===== src/hw/rtl/tlsplit_pkg.sv =====
// ----------------------------------------------------------------------------
// tlsplit_pkg
// Shared types and constants for the text line splitter with tab expansion.
// ----------------------------------------------------------------------------
package tlsplit_pkg;

  // Field widths
  localparam int unsigned CharW     = 8;
  localparam int unsigned LineLenW  = 10;
  localparam int unsigned MaxLineW  = 11;
  localparam int unsigned TabW      = 6;
  localparam int unsigned CfgIdxW   = 2;
  localparam int unsigned CfgDataW  = MaxLineW;
  localparam int unsigned DivCntW   = $clog2(LineLenW + 1);

  // Register reset values
  localparam logic [MaxLineW-1:0] MaxLineRst = MaxLineW'(512);
  localparam logic [TabW-1:0]     TabRst     = TabW'(8);

  // Character codes
  localparam logic [CharW-1:0] CharNul   = 8'd0;
  localparam logic [CharW-1:0] CharTab   = 8'd9;
  localparam logic [CharW-1:0] CharLf    = 8'd10;
  localparam logic [CharW-1:0] CharCr    = 8'd13;
  localparam logic [CharW-1:0] CharCtrlZ = 8'd26;
  localparam logic [CharW-1:0] CharSpace = 8'd32;

  // Configuration register indexes
  typedef enum logic [CfgIdxW-1:0] {
    CFG_MAX_LINE     = 2'd0,
    CFG_TAB_WIDTH    = 2'd1,
    CFG_KEEP_TABS    = 2'd2,
    CFG_IGNORE_CTRLZ = 2'd3
  } cfg_idx_e;

  // Kind of result pushed into the output register
  typedef enum logic [2:0] {
    EMIT_NONE,
    EMIT_CHAR,
    EMIT_SPACE,
    EMIT_EOL,
    EMIT_STATUS
  } emit_e;

  typedef struct packed {
    logic [CharW-1:0] byte_value;
    logic             last_byte;
  } in_t;

  typedef struct packed {
    logic [CharW-1:0]    out_char;
    logic                char_valid;
    logic                end_of_line;
    logic [LineLenW-1:0] line_length;
    logic                crlf_seen;
    logic                input_stopped;
    logic                last_of_run;
  } out_t;

  // Controller to datapath
  typedef struct packed {
    logic  load_byte;
    logic  set_crlf;
    logic  set_stop;
    logic  div_start;
    logic  load_cnt;
    emit_e emit;
    logic  emit_last;
  } cmd_t;

  // Datapath to controller
  typedef struct packed {
    logic stopped;
    logic line_open;
    logic last_byte;
    logic is_cr;
    logic is_ctrlz;
    logic is_eol_char;
    logic is_tab;
    logic char_wrap;
    logic div_done;
    logic tab_wrap;
    logic cnt_one;
    logic out_free;
  } stat_t;

endpackage


===== src/hw/rtl/tlsplit_dp.sv =====
// ----------------------------------------------------------------------------
// tlsplit_dp
// Datapath: config registers, line state, remainder unit, space counter and
// output register.
// ----------------------------------------------------------------------------
module tlsplit_dp (
  input  logic                              clk_i,
  input  logic                              rst_ni,
  input  logic                              cfg_valid_i,
  input  logic [tlsplit_pkg::CfgIdxW-1:0]   cfg_index_i,
  input  logic [tlsplit_pkg::CfgDataW-1:0]  cfg_data_i,
  input  tlsplit_pkg::in_t                  in_data_i,
  input  logic                              out_ready_i,
  output logic                              out_valid_o,
  output tlsplit_pkg::out_t                 out_data_o,
  input  tlsplit_pkg::cmd_t                 cmd_i,
  output tlsplit_pkg::stat_t                stat_o
);

  localparam int unsigned LenW = tlsplit_pkg::LineLenW;
  localparam int unsigned TwW  = tlsplit_pkg::TabW;

  // Config registers
  logic [tlsplit_pkg::MaxLineW-1:0] max_line_q;
  logic [TwW-1:0]                   tab_width_q;
  logic                             keep_tabs_q;
  logic                             ignore_ctrlz_q;

  // Line state
  logic [LenW-1:0] line_len_q, line_len_d;
  logic            line_open_q, line_open_d;
  logic            crlf_q, stop_q;
  tlsplit_pkg::in_t byte_q;

  // Remainder unit and space counter
  logic [TwW-1:0]                    div_rem_q;
  logic [LenW-1:0]                   div_sh_q;
  logic [tlsplit_pkg::DivCntW-1:0]   div_cnt_q;
  logic [TwW-1:0]                    spc_cnt_q;

  // Output register
  logic              out_valid_q;
  tlsplit_pkg::out_t out_q, out_d;

  logic [LenW-1:0] limit;
  logic [TwW-1:0]  tw_sat, tw;
  logic [TwW:0]    r_shift, r_sub;
  logic            r_ge;
  logic [TwW-1:0]  tb;
  logic [LenW:0]   tab_sum;
  logic            out_free;

  // Saturate the registers into usable limits
  always_comb begin
    if (max_line_q < tlsplit_pkg::MaxLineW'(3)) begin
      limit = LenW'(2);
    end else if (max_line_q > tlsplit_pkg::MaxLineW'(1024)) begin
      limit = LenW'(1023);
    end else begin
      limit = LenW'(max_line_q - tlsplit_pkg::MaxLineW'(1));
    end
    if (tab_width_q == '0) begin
      tw_sat = TwW'(1);
    end else if (tab_width_q > TwW'(62)) begin
      tw_sat = TwW'(62);
    end else begin
      tw_sat = tab_width_q;
    end
    if ({{(LenW-TwW){1'b0}}, tw_sat} > limit - LenW'(1)) begin
      tw = TwW'(limit - LenW'(1));
    end else begin
      tw = tw_sat;
    end
  end

  // One restoring step per cycle
  assign r_shift = {div_rem_q, div_sh_q[LenW-1]};
  assign r_sub   = r_shift - {1'b0, tw};
  assign r_ge    = (r_shift >= {1'b0, tw});

  assign tb      = tw - div_rem_q;
  assign tab_sum = {1'b0, line_len_q} + {{(LenW+1-TwW){1'b0}}, tb};

  assign out_free = !out_valid_q || out_ready_i;

  always_comb begin
    stat_o             = '0;
    stat_o.stopped     = stop_q;
    stat_o.line_open   = line_open_q;
    stat_o.last_byte   = byte_q.last_byte;
    stat_o.is_cr       = (byte_q.byte_value == tlsplit_pkg::CharCr);
    stat_o.is_ctrlz    = (byte_q.byte_value == tlsplit_pkg::CharCtrlZ) && !ignore_ctrlz_q;
    stat_o.is_eol_char = (byte_q.byte_value == tlsplit_pkg::CharLf) ||
                         (byte_q.byte_value == tlsplit_pkg::CharNul);
    stat_o.is_tab      = (byte_q.byte_value == tlsplit_pkg::CharTab) && !keep_tabs_q;
    stat_o.char_wrap   = (line_len_q >= limit);
    stat_o.div_done    = (div_cnt_q == '0);
    stat_o.tab_wrap    = (tab_sum >= {1'b0, limit});
    stat_o.cnt_one     = (spc_cnt_q == TwW'(1));
    stat_o.out_free    = out_free;
  end

  // Build the next result
  always_comb begin
    out_d               = '0;
    out_d.crlf_seen     = crlf_q;
    out_d.input_stopped = stop_q;
    out_d.last_of_run   = cmd_i.emit_last;
    case (cmd_i.emit)
      tlsplit_pkg::EMIT_CHAR: begin
        out_d.out_char   = byte_q.byte_value;
        out_d.char_valid = 1'b1;
      end
      tlsplit_pkg::EMIT_SPACE: begin
        out_d.out_char   = tlsplit_pkg::CharSpace;
        out_d.char_valid = 1'b1;
      end
      tlsplit_pkg::EMIT_EOL: begin
        out_d.end_of_line = 1'b1;
        out_d.line_length = line_len_q;
      end
      default: begin
      end
    endcase
  end

  always_comb begin
    line_len_d  = line_len_q;
    line_open_d = line_open_q;
    if (cmd_i.set_crlf) begin
      line_open_d = 1'b1;
    end
    case (cmd_i.emit)
      tlsplit_pkg::EMIT_CHAR, tlsplit_pkg::EMIT_SPACE: begin
        line_len_d  = line_len_q + LenW'(1);
        line_open_d = 1'b1;
      end
      tlsplit_pkg::EMIT_EOL: begin
        line_len_d  = '0;
        line_open_d = 1'b0;
      end
      default: begin
      end
    endcase
  end

  always_ff @(posedge clk_i or negedge rst_ni) begin
    if (!rst_ni) begin
      max_line_q     <= tlsplit_pkg::MaxLineRst;
      tab_width_q    <= tlsplit_pkg::TabRst;
      keep_tabs_q    <= 1'b0;
      ignore_ctrlz_q <= 1'b0;
      line_len_q     <= '0;
      line_open_q    <= 1'b0;
      crlf_q         <= 1'b0;
      stop_q         <= 1'b0;
      div_cnt_q      <= '0;
      spc_cnt_q      <= '0;
      out_valid_q    <= 1'b0;
    end else begin
      if (cfg_valid_i) begin
        case (tlsplit_pkg::cfg_idx_e'(cfg_index_i))
          tlsplit_pkg::CFG_MAX_LINE:     max_line_q     <= cfg_data_i;
          tlsplit_pkg::CFG_TAB_WIDTH:    tab_width_q    <= cfg_data_i[TwW-1:0];
          tlsplit_pkg::CFG_KEEP_TABS:    keep_tabs_q    <= cfg_data_i[0];
          tlsplit_pkg::CFG_IGNORE_CTRLZ: ignore_ctrlz_q <= cfg_data_i[0];
          default: begin
          end
        endcase
      end
      line_len_q  <= line_len_d;
      line_open_q <= line_open_d;
      if (cmd_i.set_crlf) begin
        crlf_q <= 1'b1;
      end
      if (cmd_i.set_stop) begin
        stop_q <= 1'b1;
      end
      if (cmd_i.div_start) begin
        div_cnt_q <= tlsplit_pkg::DivCntW'(LenW);
      end else if (div_cnt_q != '0) begin
        div_cnt_q <= div_cnt_q - tlsplit_pkg::DivCntW'(1);
      end
      if (cmd_i.load_cnt) begin
        spc_cnt_q <= stat_o.tab_wrap ? tw : tb;
      end else if (cmd_i.emit == tlsplit_pkg::EMIT_SPACE) begin
        spc_cnt_q <= spc_cnt_q - TwW'(1);
      end
      if (cmd_i.emit != tlsplit_pkg::EMIT_NONE) begin
        out_valid_q <= 1'b1;
      end else if (out_ready_i) begin
        out_valid_q <= 1'b0;
      end
    end
  end

  // Payload registers
  always_ff @(posedge clk_i) begin
    if (cmd_i.load_byte) begin
      byte_q <= in_data_i;
    end
    if (cmd_i.div_start) begin
      div_rem_q <= '0;
      div_sh_q  <= line_len_q;
    end else if (div_cnt_q != '0) begin
      div_rem_q <= r_ge ? r_sub[TwW-1:0] : r_shift[TwW-1:0];
      div_sh_q  <= {div_sh_q[LenW-2:0], 1'b0};
    end
    if (cmd_i.emit != tlsplit_pkg::EMIT_NONE) begin
      out_q <= out_d;
    end
  end

  assign out_valid_o = out_valid_q;
  assign out_data_o  = out_q;

endmodule


===== src/hw/rtl/tlsplit_ctrl.sv =====
// ----------------------------------------------------------------------------
// tlsplit_ctrl
// Controller: sequences bytes through classify, tab remainder and emission.
// ----------------------------------------------------------------------------
module tlsplit_ctrl (
  input  logic               clk_i,
  input  logic               rst_ni,
  input  logic               in_valid_i,
  output logic               in_ready_o,
  input  tlsplit_pkg::stat_t stat_i,
  output tlsplit_pkg::cmd_t  cmd_o
);

  typedef enum logic [3:0] {
    S_IDLE,
    S_CLASS,
    S_CHAR,
    S_WRAP_CHAR,
    S_DIV,
    S_TAB_CHK,
    S_WRAP_TAB,
    S_SPACES,
    S_EOL_END,
    S_STATUS
  } state_e;

  state_e state_q, state_d;

  always_ff @(posedge clk_i or negedge rst_ni) begin
    if (!rst_ni) begin
      state_q <= S_IDLE;
    end else begin
      state_q <= state_d;
    end
  end

  always_comb begin
    state_d    = state_q;
    cmd_o      = '0;
    cmd_o.emit = tlsplit_pkg::EMIT_NONE;
    in_ready_o = (state_q == S_IDLE);
    case (state_q)
      S_IDLE: begin
        // drop bytes once input has stopped
        if (in_valid_i && !stat_i.stopped) begin
          cmd_o.load_byte = 1'b1;
          state_d         = S_CLASS;
        end
      end
      S_CLASS: begin
        if (stat_i.is_cr) begin
          cmd_o.set_crlf = 1'b1;
          state_d        = stat_i.last_byte ? S_EOL_END : S_STATUS;
        end else if (stat_i.is_ctrlz) begin
          cmd_o.set_stop = 1'b1;
          state_d        = stat_i.line_open ? S_EOL_END : S_STATUS;
        end else if (stat_i.is_eol_char) begin
          state_d = S_EOL_END;
        end else if (stat_i.is_tab) begin
          cmd_o.div_start = 1'b1;
          state_d         = S_DIV;
        end else begin
          state_d = stat_i.char_wrap ? S_WRAP_CHAR : S_CHAR;
        end
      end
      S_WRAP_CHAR: begin
        if (stat_i.out_free) begin
          cmd_o.emit = tlsplit_pkg::EMIT_EOL;
          state_d    = S_CHAR;
        end
      end
      S_CHAR: begin
        if (stat_i.out_free) begin
          cmd_o.emit      = tlsplit_pkg::EMIT_CHAR;
          cmd_o.emit_last = !stat_i.last_byte;
          state_d         = stat_i.last_byte ? S_EOL_END : S_IDLE;
        end
      end
      S_DIV: begin
        if (stat_i.div_done) begin
          state_d = S_TAB_CHK;
        end
      end
      S_TAB_CHK: begin
        cmd_o.load_cnt = 1'b1;
        state_d        = stat_i.tab_wrap ? S_WRAP_TAB : S_SPACES;
      end
      S_WRAP_TAB: begin
        if (stat_i.out_free) begin
          cmd_o.emit = tlsplit_pkg::EMIT_EOL;
          state_d    = S_SPACES;
        end
      end
      S_SPACES: begin
        if (stat_i.out_free) begin
          cmd_o.emit      = tlsplit_pkg::EMIT_SPACE;
          cmd_o.emit_last = stat_i.cnt_one && !stat_i.last_byte;
          if (stat_i.cnt_one) begin
            state_d = stat_i.last_byte ? S_EOL_END : S_IDLE;
          end
        end
      end
      S_EOL_END: begin
        if (stat_i.out_free) begin
          cmd_o.emit      = tlsplit_pkg::EMIT_EOL;
          cmd_o.emit_last = 1'b1;
          state_d         = S_IDLE;
        end
      end
      S_STATUS: begin
        if (stat_i.out_free) begin
          cmd_o.emit      = tlsplit_pkg::EMIT_STATUS;
          cmd_o.emit_last = 1'b1;
          state_d         = S_IDLE;
        end
      end
      default: begin
        state_d = S_IDLE;
      end
    endcase
  end

endmodule


===== src/hw/rtl/text_line_splitter_tab_expand.sv =====
// ----------------------------------------------------------------------------
// text_line_splitter_tab_expand
// Splits a text byte stream into lines with CR dropping, tab expansion,
// line wrapping and CTRL-Z end of input.
// ----------------------------------------------------------------------------
//
//   channel  dir  handshake                payload
//   in       in   in_valid / in_ready      in_data_i   (byte_value, last_byte)
//   out      out  out_valid / out_ready    out_data_o  (one or more per loaded byte)
//   cfg      in   cfg_valid / cfg_ready    cfg_index_i, cfg_data_i
//
// An ordinary byte is accepted, classified and emitted, plus a result for each
// wrap or closing line end. An expanded tab is accepted, classified, run
// through the remainder unit (one bit per cycle over the 10-bit line length,
// then a done check) and a tab stop check, then emits its spaces, after a
// line end if it wraps; no new byte is taken until then. Each result waits
// for a free output register. Reset clears control state, loads the defaults.
// ----------------------------------------------------------------------------
module text_line_splitter_tab_expand (
  input  logic                              clk_i,
  input  logic                              rst_ni,
  input  logic                              in_valid,
  output logic                              in_ready,
  input  tlsplit_pkg::in_t                  in_data_i,
  output logic                              out_valid,
  input  logic                              out_ready,
  output tlsplit_pkg::out_t                 out_data_o,
  input  logic                              cfg_valid,
  output logic                              cfg_ready,
  input  logic [tlsplit_pkg::CfgIdxW-1:0]   cfg_index_i,
  input  logic [tlsplit_pkg::CfgDataW-1:0]  cfg_data_i
);

  tlsplit_pkg::cmd_t  cmd;
  tlsplit_pkg::stat_t stat;

  // Config writes are always accepted
  assign cfg_ready = 1'b1;

  // Sequence each accepted byte
  tlsplit_ctrl u_ctrl (
    .clk_i      (clk_i),
    .rst_ni     (rst_ni),
    .in_valid_i (in_valid),
    .in_ready_o (in_ready),
    .stat_i     (stat),
    .cmd_o      (cmd)
  );

  // Hold config, line state and the output register
  tlsplit_dp u_dp (
    .clk_i       (clk_i),
    .rst_ni      (rst_ni),
    .cfg_valid_i (cfg_valid),
    .cfg_index_i (cfg_index_i),
    .cfg_data_i  (cfg_data_i),
    .in_data_i   (in_data_i),
    .out_ready_i (out_ready),
    .out_valid_o (out_valid),
    .out_data_o  (out_data_o),
    .cmd_i       (cmd),
    .stat_o      (stat)
  );

`ifndef NO_ASSERTIONS
  // A result carries either a character or a line end, never both
  a_char_xor_eol: assert property (@(posedge clk_i) disable iff (!rst_ni)
    out_valid |-> !(out_data_o.char_valid && out_data_o.end_of_line))
    else $error("result has both char_valid and end_of_line");

  // Length field is zero unless the result closes a line
  a_len_zero: assert property (@(posedge clk_i) disable iff (!rst_ni)
    (out_valid && !out_data_o.end_of_line) |-> (out_data_o.line_length == '0))
    else $error("line_length set without end_of_line");

  // CR flag is sticky across results
  a_crlf_sticky: assert property (@(posedge clk_i) disable iff (!rst_ni)
    (out_valid && out_ready && out_data_o.crlf_seen)
      |=> (!out_valid || out_data_o.crlf_seen))
    else $error("crlf_seen dropped");

  // Stop flag is sticky across results
  a_stop_sticky: assert property (@(posedge clk_i) disable iff (!rst_ni)
    (out_valid && out_ready && out_data_o.input_stopped)
      |=> (!out_valid || out_data_o.input_stopped))
    else $error("input_stopped dropped");
`endif

endmodule


===== config.mk =====
export PLATFORM = sky130hd
export DESIGN_NAME = text_line_splitter_tab_expand
export DESIGN_NICKNAME = d
export VERILOG_FILES = /design/src/hw/rtl/tlsplit_pkg.sv /design/src/hw/rtl/tlsplit_dp.sv /design/src/hw/rtl/tlsplit_ctrl.sv /design/src/hw/rtl/text_line_splitter_tab_expand.sv
export SDC_FILE = /design/constraint.sdc
export NUM_CORES = 1
export LEC_CHECK = 0
export BUFFER_PORTS_ARGS = -buffer_cell sky130_fd_sc_hd__buf_2
export CAP_MARGIN = 20
export CORE_MARGIN = 2
export CORE_UTILIZATION = 40
export DETAILED_ROUTE_END_ITERATION = 16
export PLACE_DENSITY = 0.61
export REMOVE_ABC_BUFFERS = 1
export SETUP_SLACK_MARGIN = 0.4
export SLEW_MARGIN = 20
export SYNTH_ARGS = -nofsm -noshare
export SYNTH_HDL_FRONTEND = slang
export SYNTH_SLANG_ARGS = --single-unit

===== constraint.sdc =====
create_clock -name clk_i -period 17.26 [get_ports clk_i]
set_input_delay 3.452 -clock clk_i [delete_from_list [all_inputs] [get_ports clk_i]]
set_output_delay 3.452 -clock clk_i [all_outputs]
set_load 0.005 [all_outputs]

==> results.toml <==
[floorplanning]
floorplan.die.width_microns = 128
core.rowCount = 45
starting_density = 0.407
die_area_sq_um = 16400
count_of_pins_on_the_block_boundary = 53
core_sq_um = 15100
die_h_microns = 128

[cts]
htree_num_levels = 3
clock_insertion_delay_worst_skew_ps = 350
cts-hold-fix-buffers = 0
cts-root-to-sink-buffers = 2
postCtsSetupBuffers = 0
clkSlewWorstSetupHoldPaths_ps = 70
cts-buffers-inserted = 9
cts.sinks = 95
cts_resized = 0
cts_root_buf = "clkbuf_16"
cts_tree = "done"

[global_route]
antenna_found_initial = 0
grt_pass1_wl_microns = 23500
total_grt_usage = 0.182
globalRoute.totalOverflow = 0
grt_start_max_net_pins = 48
grt_pass1_vias = 4707

[logic_synthesis]
synthCells = 653
ys_async_sr_fraction = 0.495
count_of_state_elements_after_synthesis = 95
mappedNetlistArea_sq_um = 6160
postSynthAreaPerCell_sq_um = 9.43
post_synth_num_cell_types = 70
yosysSeqAreaShare = 0.416
synth_enable_flop_cells = 42
ys_dominant_reg_cell = "dfrtp_1"
ys_warn_count = 0

[min_path]
timing.hold.worst_path_depth = 0
min_delay_worst_endpoint = "u_dp.out_data_o[2]"
timing.hold.worst.start = "u_dp.crlf_q"
holdCritPathClass = "register to register"

[cells_and_area]
final-seq-area_sq_um = 2560
layout-drive-gt1-share = 0.155
area_delta_synth_final_pct = 11.4
multi_input_area_sq_um = 3360
mostFrequentLayoutCells = "nand2_1 (72), nor2_1 (58), buf_2 (51)"
final_net_count = 773
n_antenna_cell = 0
finalInstanceArea_sq_um = 6860
final_common_cell = "nand2_1"
fillCellCount = 1475

[critical_path]
worst_setup_path_end_kind = "register"
worst-endpoint-required_ps = 17490
number_of_cells_on_the_worst_reg_to_reg_path = 34
r2r_setup_slk_ps = 8880
timing.rr.end = "u_ctrl.state_q[0]"
crit_path_max_incr_delay_ps = 790
worst-setup-path-type = "register to register"
cpMostUsedCell = "a21oi_1"
worstPathMaxFanout = 9
worst_r2r_startpoint = "u_dp.max_line_q[5]"
cp_slowest_cell = "o41ai_1"
critPathLaunchType = "register"
crit_arrival_ps = 8610

[sta]
grt_setup_unrepaired = "false"
timing.final.crit_share = 0.485
clock-skew-final_ps = 6.59
fin_ws_ps = 8880
period_minus_slack_ps = 8380
tightestPinTransition_ps = 906
setup_viol = 0
timing.fmax_mhz = 119
final_max_slew_viol_count = 0
hold_viol_final = 0
setup_tns_ps = 0
timing.slew.headroom = 0.393

[placed_design]
placedInstanceArea_sq_um = 6570
portBuffers = 51
gp_congestion = 0.900
pre_cts_ws_ps = 8950
post-dp-hpwl_microns = 10500

[power_and_ir_drop]
power_density_nw_per_um2 = 166
power.leakage_nw = 3.04
power.total_mw = 1.14
vdd_ir_drop_max_uv = 63.1

[routing]
routed_wl_microns = 14000
routedWlPerCell_microns = 15.8
vias = 4882
final_antenna_net_count = 0
drcViolationCount = 0
firstDrtPassIters = 5
drtIter0Drc = 283
vias_per_cell = 5.51

[run]
max_cap_viol_count = 0

[status]
outcome = "complete, no violations"
-- metal layers --
| layer | vias up | routed length, microns | GRT usage |
|---|---|---|---|
| met5 | - | 0 | 0 |
| met4 | 0 | 328 | 0.0608 |
| met3 | 25 | 471 | 0.0346 |
| met2 | 111 | 6550 | 0.299 |
| met1 | 2349 | 6660 | 0.241 |
| li1 | 2397 | - | - |
-- stage by stage --
| step | util | instances | hold WS, ps |
|---|---|---|---|
| final | 0.453 | 886 | 451 |
| after global routing | 0.453 | 886 | 465 |
| after CTS | 0.452 | 886 | 450 |
| after detailed placement | 0.434 | 870 | 434 |
| after global placement | 0.434 | 870 | 430 |
| after floorplan | - | 629 | 417 |
-- cell families (layout without fill, tap and decap cells) --
kind of cell | after synthesis | count (layout) | share of synthesized area
and+or+nand+nor | 247 | 247 | 0.200
AOI/OAI and AO/OA | 135 | 135 | 0.142
DFF | 95 | 95 | 0.416
buffers and inverters | 65 | 110 | 0.0416
adders and majority gates | 53 | 53 | 0.111
xor gates and xnor gates | 36 | 36 | 0.0512
muxes | 21 | 21 | 0.0378
other | 1 | 1 | 0.000609
-- worst max path at each step --
stage                                  start           endpoint  cells past startpoint
after floorplan           u_dp.max_line_q[5]  u_ctrl.state_q[0]                     35
after global placement    u_dp.max_line_q[5]  u_ctrl.state_q[0]                     34
after detailed placement  u_dp.max_line_q[5]  u_ctrl.state_q[0]                     34
after CTS                 u_dp.max_line_q[5]  u_ctrl.state_q[0]                     34
after global routing      u_dp.max_line_q[5]  u_ctrl.state_q[0]                     34
final                     u_dp.max_line_q[5]  u_ctrl.state_q[0]                     34
-- power by group --
group | internal [mW] | switching (mW) | leakage (nW)
logic | 0.243 | 0.309 | 1.86
clock network | 0.0992 | 0.0956 | 0.135
registers | 0.330 | 0.0647 | 1.05
-- synthesized netlist by cell type, drive strengths merged, types with 8 or more instances --
cell type,number,area [sq um]
nand2,72,270
a21oi,36,180
or3,8,55.1
edfxtp,42,1260
clkbuf,20,75.1
dfrtp,45,1130
xor2,16,140
nand3,12,60.1
nor2,60,225
mux2,18,203
o21ai,39,195
a21o,10,75.1
nor3,20,100
nor2b,9,56.3
ha,50,626
and2,18,115
inv,41,154
nand2b,11,68.8
xnor2,20,175
-- flip-flops by register name (all words and copies together) (netlist names) --
name                 count
u_ctrl.state_q           4
u_dp.stat_o              1
u_dp.crlf_q              1
u_dp.div_sh_q           10
u_dp.spc_cnt_q           6
u_dp.byte_q              8
u_dp.ignore_ctrlz_q      1
u_dp.out_data_o         23
u_dp.div_rem_q           6
u_dp.out_valid_o         1
u_dp.stop_q              1
u_dp.div_cnt_q           4
u_dp.line_len_q         10
u_dp.tab_width_q         6
u_dp.max_line_q         11
u_dp.keep_tabs_q         1
u_dp.line_open_q         1
-- final cells by class --
class	instances	share of cell area
sequential	95	0.373
clock buffer	9	0.0328
tap	188	0.0343
clock inverter	7	0.00748
multi-input combinational	493	0.490
inverter	41	0.0224
timing repair buffer	53	0.0394
-- critical path, delay by kind of cell, from the launching register on --
kind	cells	cell delay, ps
adders and majority gates	5	1670
DFF	1	420
buffers and inverters	4	460
AOI/OAI and AO/OA	16	3940
xor gates and xnor gates	1	120
and+or+nand+nor	8	1640
Note: power is estimated with default switching activity, not from simulation.
